**src/rtl/lobp_pkg.sv**
```systemverilog
// Package for the last-outcome branch predictor.
// Holds field widths, table size default and count limits; no dependencies.
`default_nettype none

package lobp_pkg;

  localparam int unsigned DEFAULT_TABLE_ENTRIES = 64;
  localparam int unsigned ADDR_W                = 32;
  localparam int unsigned CNT_W                 = 32;

  localparam logic [CNT_W-1:0] COUNT_MAX = '1;

  // Reset value of the default prediction register: taken.
  localparam logic DEFAULT_PRED_RESET = 1'b1;

endpackage : lobp_pkg

`default_nettype wire

```
**src/rtl/last_outcome_branch_predictor.sv**
```systemverilog
// Top level of the one-bit last-outcome branch predictor.
// Holds the tag table memory, the scan sequencer and the result registers;
// depends on lobp_pkg.
`default_nettype none

// Channel   | Ports                                         | Handshake
// ----------+-----------------------------------------------+---------------------------
// request   | in_branch_addr, in_taken_outcome              | start high, busy low
// result    | out_predicted_taken, out_prediction_correct,  | out_strobe high for one
//           | out_table_hit, out_entry_dropped,             | cycle, no back-pressure
//           | out_correct_count, out_branch_count           |
// config    | cfg_we, cfg_wdata                             | written when cfg_we is high
//
// A request that misses reads each valid table entry in turn through the single
// registered read port of the tag memory, compares the last entry read, and then
// writes the memory, unless the entry is dropped, and registers the result. With an
// empty table it goes straight to the write. A hit ends the scan at the matching entry.
// busy stays high from acceptance until the cycle in which the result is shown,
// so the next request may be taken while the strobe is high.
// rst_n is synchronous and active low; it empties the table by clearing the fill
// level and clears both counts. The receiver cannot stall the result.

module last_outcome_branch_predictor #(
  parameter int unsigned TABLE_ENTRIES = lobp_pkg::DEFAULT_TABLE_ENTRIES
) (
  input  wire logic                       clk,
  input  wire logic                       rst_n,
  // Request channel
  input  wire logic                       start,
  output logic                            busy,
  input  wire logic [lobp_pkg::ADDR_W-1:0] in_branch_addr,
  input  wire logic                       in_taken_outcome,
  // Result channel
  output logic                            out_strobe,
  output logic                            out_predicted_taken,
  output logic                            out_prediction_correct,
  output logic                            out_table_hit,
  output logic                            out_entry_dropped,
  output logic [lobp_pkg::CNT_W-1:0]      out_correct_count,
  output logic [lobp_pkg::CNT_W-1:0]      out_branch_count,
  // Configuration
  input  wire logic                       cfg_we,
  input  wire logic                       cfg_wdata
);

  // Index width covers the table; the fill level must also hold the full count.
  localparam int unsigned IDX_W  = (TABLE_ENTRIES > 1) ? $clog2(TABLE_ENTRIES) : 1;
  localparam int unsigned FILL_W = $clog2(TABLE_ENTRIES + 1);
  localparam int unsigned WORD_W = lobp_pkg::ADDR_W + 1;

  localparam logic [FILL_W-1:0] FILL_FULL = FILL_W'(TABLE_ENTRIES);

  // Sequencer states.
  localparam logic [1:0] S_IDLE  = 2'd0;
  localparam logic [1:0] S_SCAN  = 2'd1;
  localparam logic [1:0] S_WRITE = 2'd2;

  typedef logic [WORD_W-1:0] entry_t;

  // Each memory word packs the tag above the last outcome bit.
  entry_t mem [TABLE_ENTRIES];

  logic [1:0]                   state_r, state_nxt;
  logic [FILL_W-1:0]            fill_r, fill_nxt;
  logic                         dflt_pred_r;
  logic [lobp_pkg::CNT_W-1:0]   correct_r, correct_nxt;
  logic [lobp_pkg::CNT_W-1:0]   total_r, total_nxt;

  // Request held for the duration of the scan.
  logic [lobp_pkg::ADDR_W-1:0]  addr_r, addr_nxt;
  logic                         taken_r, taken_nxt;

  // Scan pipeline: the index being read and the entry whose data is now registered.
  logic [IDX_W-1:0]             scan_idx_r, scan_idx_nxt;
  logic [IDX_W-1:0]             cmp_idx_r, cmp_idx_nxt;
  logic                         cmp_vld_r, cmp_vld_nxt;
  logic                         cmp_last_r, cmp_last_nxt;
  entry_t                       rd_data_r;
  logic                         rd_en;

  // Outcome of the lookup, carried into the write cycle.
  logic                         pred_r, pred_nxt;
  logic                         hit_r, hit_nxt;
  logic                         drop_r, drop_nxt;
  logic                         wr_en_r, wr_en_nxt;
  logic [IDX_W-1:0]             wr_idx_r, wr_idx_nxt;

  // Result registers.
  logic                         out_strobe_r, out_strobe_nxt;
  logic                         out_pred_r, out_corr_r, out_hit_r, out_drop_r;

  logic [FILL_W-1:0]            fill_m1;
  logic [IDX_W-1:0]             last_idx;
  logic                         accept;
  logic                         tag_match;
  logic                         pred_ok;

  assign accept    = start && (state_r == S_IDLE);
  assign fill_m1   = fill_r - FILL_W'(1);
  assign last_idx  = fill_m1[IDX_W-1:0];
  assign tag_match = (rd_data_r[WORD_W-1:1] == addr_r);
  assign pred_ok   = (pred_r == taken_r);
  assign rd_en     = (state_r == S_SCAN);

  always_comb begin
    state_nxt      = state_r;
    fill_nxt       = fill_r;
    correct_nxt    = correct_r;
    total_nxt      = total_r;
    addr_nxt       = addr_r;
    taken_nxt      = taken_r;
    scan_idx_nxt   = scan_idx_r;
    cmp_idx_nxt    = cmp_idx_r;
    cmp_vld_nxt    = 1'b0;
    cmp_last_nxt   = cmp_last_r;
    pred_nxt       = pred_r;
    hit_nxt        = hit_r;
    drop_nxt       = drop_r;
    wr_en_nxt      = wr_en_r;
    wr_idx_nxt     = wr_idx_r;
    out_strobe_nxt = 1'b0;

    unique case (state_r)
      S_IDLE: begin
        if (accept) begin
          addr_nxt     = in_branch_addr;
          taken_nxt    = in_taken_outcome;
          scan_idx_nxt = '0;
          if (fill_r == '0) begin
            // Empty table: a certain miss, stored in entry zero.
            pred_nxt   = dflt_pred_r;
            hit_nxt    = 1'b0;
            drop_nxt   = 1'b0;
            wr_en_nxt  = 1'b1;
            wr_idx_nxt = '0;
            state_nxt  = S_WRITE;
          end else begin
            state_nxt = S_SCAN;
          end
        end
      end

      S_SCAN: begin
        if (cmp_vld_r && tag_match) begin
          // Hit: predict the stored outcome and overwrite it in place.
          pred_nxt   = rd_data_r[0];
          hit_nxt    = 1'b1;
          drop_nxt   = 1'b0;
          wr_en_nxt  = 1'b1;
          wr_idx_nxt = cmp_idx_r;
          state_nxt  = S_WRITE;
        end else if (cmp_vld_r && cmp_last_r) begin
          // Miss after the last valid entry: allocate unless the table is full.
          pred_nxt   = dflt_pred_r;
          hit_nxt    = 1'b0;
          drop_nxt   = (fill_r == FILL_FULL);
          wr_en_nxt  = (fill_r != FILL_FULL);
          wr_idx_nxt = fill_r[IDX_W-1:0];
          state_nxt  = S_WRITE;
        end else begin
          // Issue a read of the next entry; its data is compared next cycle.
          cmp_vld_nxt  = 1'b1;
          cmp_idx_nxt  = scan_idx_r;
          cmp_last_nxt = (scan_idx_r == last_idx);
          if (scan_idx_r != last_idx) begin
            scan_idx_nxt = scan_idx_r + IDX_W'(1);
          end
        end
      end

      S_WRITE: begin
        if (wr_en_r && !hit_r) begin
          fill_nxt = fill_r + FILL_W'(1);
        end
        if (pred_ok && (correct_r != lobp_pkg::COUNT_MAX)) begin
          correct_nxt = correct_r + lobp_pkg::CNT_W'(1);
        end
        if (total_r != lobp_pkg::COUNT_MAX) begin
          total_nxt = total_r + lobp_pkg::CNT_W'(1);
        end
        out_strobe_nxt = 1'b1;
        state_nxt      = S_IDLE;
      end

      default: begin
        state_nxt = S_IDLE;
      end
    endcase
  end

  // Control state.
  always_ff @(posedge clk) begin
    if (!rst_n) begin
      state_r      <= S_IDLE;
      fill_r       <= '0;
      correct_r    <= '0;
      total_r      <= '0;
      dflt_pred_r  <= lobp_pkg::DEFAULT_PRED_RESET;
      cmp_vld_r    <= 1'b0;
      out_strobe_r <= 1'b0;
    end else begin
      state_r      <= state_nxt;
      fill_r       <= fill_nxt;
      correct_r    <= correct_nxt;
      total_r      <= total_nxt;
      cmp_vld_r    <= cmp_vld_nxt;
      out_strobe_r <= out_strobe_nxt;
      if (cfg_we) begin
        dflt_pred_r <= cfg_wdata;
      end
    end
  end

  // Payload registers.
  always_ff @(posedge clk) begin
    addr_r     <= addr_nxt;
    taken_r    <= taken_nxt;
    scan_idx_r <= scan_idx_nxt;
    cmp_idx_r  <= cmp_idx_nxt;
    cmp_last_r <= cmp_last_nxt;
    pred_r     <= pred_nxt;
    hit_r      <= hit_nxt;
    drop_r     <= drop_nxt;
    wr_en_r    <= wr_en_nxt;
    wr_idx_r   <= wr_idx_nxt;
    if (state_r == S_WRITE) begin
      out_pred_r <= pred_r;
      out_corr_r <= pred_ok;
      out_hit_r  <= hit_r;
      out_drop_r <= drop_r;
    end
  end

  // Tag and outcome memory: one write port, one registered read port.
  always_ff @(posedge clk) begin
    if ((state_r == S_WRITE) && wr_en_r) begin
      mem[wr_idx_r] <= {addr_r, taken_r};
    end
    if (rd_en) begin
      rd_data_r <= mem[scan_idx_r];
    end
  end

  assign busy                   = (state_r != S_IDLE);
  assign out_strobe             = out_strobe_r;
  assign out_predicted_taken    = out_pred_r;
  assign out_prediction_correct = out_corr_r;
  assign out_table_hit          = out_hit_r;
  assign out_entry_dropped      = out_drop_r;
  assign out_correct_count      = correct_r;
  assign out_branch_count       = total_r;

endmodule : last_outcome_branch_predictor

`default_nettype wire

```
**config.mk**
```make
export PLATFORM = sky130hd
export DESIGN_NAME = last_outcome_branch_predictor
export DESIGN_NICKNAME = d
export VERILOG_FILES = /design/src/rtl/lobp_pkg.sv /design/src/rtl/last_outcome_branch_predictor.sv
export SDC_FILE = /design/constraint.sdc
export NUM_CORES = 2
export LEC_CHECK = 0
export BUFFER_PORTS_ARGS = -buffer_cell sky130_fd_sc_hd__buf_2
export CAP_MARGIN = 20
export CORE_ASPECT_RATIO = 1.75
export CORE_MARGIN = 2
export CORE_UTILIZATION = 30
export CTS_BUF_LIST = sky130_fd_sc_hd__clkbuf_16
export DETAILED_ROUTE_END_ITERATION = 7
export PLACE_DENSITY = 0.52
export SYNTH_ARGS = -nofsm -noshare
export SYNTH_HDL_FRONTEND = slang
export SYNTH_SLANG_ARGS = --single-unit
```
**constraint.sdc**
```tcl
create_clock -name clk -period 4.4 [get_ports clk]
set_input_delay 0.66 -clock clk [delete_from_list [all_inputs] [get_ports clk]]
set_output_delay 0.66 -clock clk [all_outputs]
set_load 0.02 [all_outputs]
```
Word-level counts from Yosys, hierarchy flattened. Memory sizes are Yosys's and may differ from the RTL's. A register that Yosys moved wholly into a read port is not among the register bits. Cells that the tools add are included.

Word-level logic and storage cells: 104. Memories kept: 1. Flip-flop bits (word level): 136. Bits in writable memories: 2112. Input port bits: 38.

Memory list: mem (words 64, bits a word 33, read ports 1, clocked after memory_dff 1, write ports 1, RTL line last_outcome_branch_predictor.sv:61) `entry_t mem [TABLE_ENTRIES];`.

Reduce and logical (&&, ||, !) cells: 20. Bitwise logic cells: 4. Muxes and demuxes: 37. Equality and inequality tests: 16. Add/subtract/negate cells: 5.

Operators with widths (count): $add A32 B1 Y32 const B (2); $ne A32 B32 Y1 const B (2); $mux W6 (8); $eq A32 B32 Y1 (1); $pmux W6 S2 (2); $mux W1 (18); $reduce_and A2 Y1 (5); $mux W2 (4); $pmux W1 S2 (4); $add A7 B1 Y7 const B (1); $eq A7 B7 Y1 const B (1); $logic_not A7 Y1 (1); $ne A7 B7 Y1 const B (1); $add A6 B1 Y6 const B (1); $eq A6 B6 Y1 (1); $logic_and A1 B1 Y1 (6); $ne A2 B2 Y1 const B (3); $ne A6 B6 Y1 (1); $sub A6 B1 Y6 const B (1); $reduce_and A5 Y1 (1); $ne A2 B1 Y1 const B (2); $not A1 Y1 (4); $pmux W2 S2 (1); $reduce_and A4 Y1 (1); 9 further kinds (10).

Depth between registers and ports, before layout.
Word-level depth: 6. Depth in mapped cells: 10. Mapped depth without buffers: 7.

Worst setup path before layout. OpenSTA, ideal clock, no wires.

Path type: register to register. From: reg addr_r[26] in the netlist's numbering. To: reg drop_r, enable pin. Setup time: 393 ps. Slack: 916 ps. Path buffers: 0. Period minus slack after synthesis: 3484 ps. Required time: 4007 ps. Cell stages (with the launch flop): 6. Arrival: 3091 ps. Path through: edfxtp_1 -> xor2_1 -> nor4_1 -> nand4_1 -> or4_1 -> a211oi_1.

Word-level cells in the longest chain between the ends: 4.

RTL lines: start: declaration (RTL line last_outcome_branch_predictor.sv:70) `logic [lobp_pkg::ADDR_W-1:0] addr_r, addr_nxt;`; start signal: assignment (RTL line last_outcome_branch_predictor.sv:216) `addr_r <= addr_nxt;`; $eq A32 B32 Y1 (RTL line last_outcome_branch_predictor.sv:101) `assign tag_match = (rd_data_r[WORD_W-1:1] == addr_r);`; $logic_and A1 B1 Y1 (RTL line last_outcome_branch_predictor.sv:144) `if (cmp_vld_r && tag_match) begin`; $ne A3 B1 Y1 (no source line); $reduce_and A4 Y1 (no source line); end signal: assignment (RTL line last_outcome_branch_predictor.sv:223) `drop_r <= drop_nxt;`; end: declaration (RTL line last_outcome_branch_predictor.sv:84) `logic drop_r, drop_nxt;`.

No other way between the ends. A chain may end at the register's enable or synchronous reset.

==> metrics <==
Mapped Cells=4251; GPL Wtd Cong=0.855; CORE AREA=291000 sq um; Tcrit/Tclk final=0.802; Main synth FF type=edfxtp_1; CTS Buf Count=204; share of layout cells above drive strength 1=0.250; CP required=4.94 ns; commonest non-fill, non-tap cell in the layout=edfxtp_1; Critical Path Start Type=flip-flop; Hold WC Path Type=primary input to flip-flop; remaining antenna violation count=0; synthesized flop and latch total=2281; Slew headroom=0.297; simple logic cell fraction of the synthesized area=0.0297; final setup margin=0.872 ns; Iter 0 DRT Violations=3939; total gr overflow=0; cell taking the most area after synthesis=edfxtp_1; largest net degree at the start of global routing=107; CTS H-Tree Depth=4; # port buffers=107; met3 Resource Use GR=0.0207; syn_nets=4294; Clock Latency Late Sink=0.89 ns; RSZ-0062 raised after global routing=no; overall global routing resource usage=0.167; power density cells=448 nW/um^2; xor/xnor share of the synthesized area=0.00558; VDD IR max=0.000326 V; Min Clock Period, post-route=3.53 ns; HPWL Detailed=159000 um; Crit Path Max Fanout=55; met1 usage=0.194; WL per Instance=29.6 um; crit end category=flip-flop; Fin. Hold Viols=0; routed vias=43826; CP top delay family=compound AO/OA/AOI/OAI gates; CTS Buffer Depth=4; die area=297000 sq um; Placed Instance Area=94700 sq um; Buf+Inv Stages, Crit Path=2; Fmax=283 MHz; outcome=complete, no violations; Total Neg Setup Slack=0 ns; die span in x=413 um; TritonCTS clock tree=built; Final setup viols=0; Die Y=720 um; Hold Worst Slack=0.0559 ns; synthesized area per cell=20.7 sq um; Clk pin slew, worst setup/hold paths=0.07 ns; TritonRoute pass-1 iters=5; yosys synthesis warning count=0; setup bufs post-CTS=0; Synth cell types=64; register area share after synthesis=0.771; Critical Path AT=4.06 ns; complex-gate fraction of the synthesized area=0.0402; Leak=0.0309 uW; slowest stage delay, CP=0.71 ns; max-slew violation count=0; clk root buf=clkbuf_16; Slew @ Worst Pin=1.05 ns; DRT Wirelength=252000 um; crit path kind=flip-flop to flip-flop; Sequential cell area=67700 sq um; Core Util, Final=0.347; commonest cells after routing, fill and taps aside=2205 x edfxtp_1, 456 x mux4_2, 207 x clkbuf_16; first-pass GRT wire length=354000 um; vias in the first global route=45549; largest family of logic cells by synthesized area=multiplexers; worst path cell trace=buf_4, buf_12, mux4_2, nor2b_1, a211oi_1, nor2_1, a32o_1; synthesis-to-finish area growth=15.1%; Synth Area in Adders=0.000712; num ports=108; post-synthesis mux area share=0.139; num rows=262; layout net count=4596; Post-synth EDFFs=2205; Multi-input gate area=19400 sq um; CTS Sinks=2281; top cells by area, synth=edfxtp_1 75%, mux4_2 12%, mux2i_1 1.8%; Top Usage Layer GRT=met2; Max Cap Viol=0; initial antenna violation count=13; Fillers=27059; Initial Utilization=0.302; post-route clock skew=0.0581 ns; Finished Cell Area=101000 sq um; drc violations=0; slowest CP cell=a211oi_1; post-synth top area share=0.753; synthesized cell area=87900 sq um; asr flop ratio synth=0; met2 Use GR=0.315; pre-CTS WS=0.765 ns; vias per std cell=5.14
==> repair_timing <==
action | in CTS | in global routing
hold endpoints to repair | 14 | 0
hold buffers | 15 | 0
gates resized for setup | 0 | 0
==> synth_stat cells, drive strengths merged (34+ instances only) <==
cell and number:
a211oi 45, a21oi 95, a221oi 44, a22oi 94, buf 116, clkbuf 125
dfxtp 76, edfxtp 2205, mux2 34, mux2i 156, mux4 456, nand2 78
nand3 64, nor2 137, nor2b 39, o21ai 81, xor2 43
==> metrics by stage <==
stage          instances  power, uW
6_report            8529      45300
4_1_cts             8526      45800
5_1_grt             8528      46600
2_1_floorplan       4251      26900
3_3_place_gp        8158      28400
3_5_place_dp        8159      28500
==> kinds of logic after synthesis <==
kind of cell | count (synthesis)
DFF | 2281
muxes | 646
AOI/OAI and AO/OA | 505
and+or+nand+nor | 498
buffers and inverters | 260
xor gates and xnor gates | 56
adders and majority gates | 5
==> flip-flops by register name, summed over array words and instances, names as in the netlist, 2 cells and up <==
register           cells
rd_data_r             33
wr_idx_r               6
out_correct_count     32
mem                 2112
addr_r                32
state_r                2
fill_r                 7
out_branch_count      32
cmp_idx_r              6
scan_idx_r             6
==> final cells by class <==
| cell class | count | area share |
|---|---|---|
| clock inverters | 145 | 0.0105 |
| inverters | 19 | 0.000705 |
| clock buffers | 207 | 0.0512 |
| repair buffers | 337 | 0.0281 |
| diodes | 2 | 0.0000495 |
| flip-flops and latches | 2281 | 0.670 |
| well taps | 3828 | 0.0474 |
| multi-input cells | 1710 | 0.192 |
==> worst paths after layout <==
kind,startpoint,endpoint,slack [ns],cells after the start
max,scan_idx_r[0]$_SDFFCE_PN0P_,rd_data_r[1]$_DFFE_PP_,0.87,7
min,in_branch_addr[17],addr_r[17]$_DFFE_PP_,0.06,1
max reg2reg,scan_idx_r[0]$_SDFFCE_PN0P_,rd_data_r[1]$_DFFE_PP_,0.87,7
min reg2reg,out_branch_count[11]$_SDFFE_PN0P_,out_branch_count[11]$_SDFFE_PN0P_,0.49,2
==> routing by layer <==
metal / up-vias / share of wire
li1: 18398 / -
met1: 23834 / 0.38
met2: 1204 / 0.55
met3: 382 / 0.042
met4: 8 / 0.033
met5: - / 0.00021
==> report_power, final <==
group / leakage, uW / internal (uW) / total (uW) / switching, uW
Sequential: 0.0205 / 24100 / 24200 / 112
Combinational: 0.00720 / 1290 / 3700 / 2410
Clock: 0.00322 / 9330 / 17400 / 8020
Total: 0.0309 / 34800 / 45300 / 10600
Power figures use the tool's default switching activity.
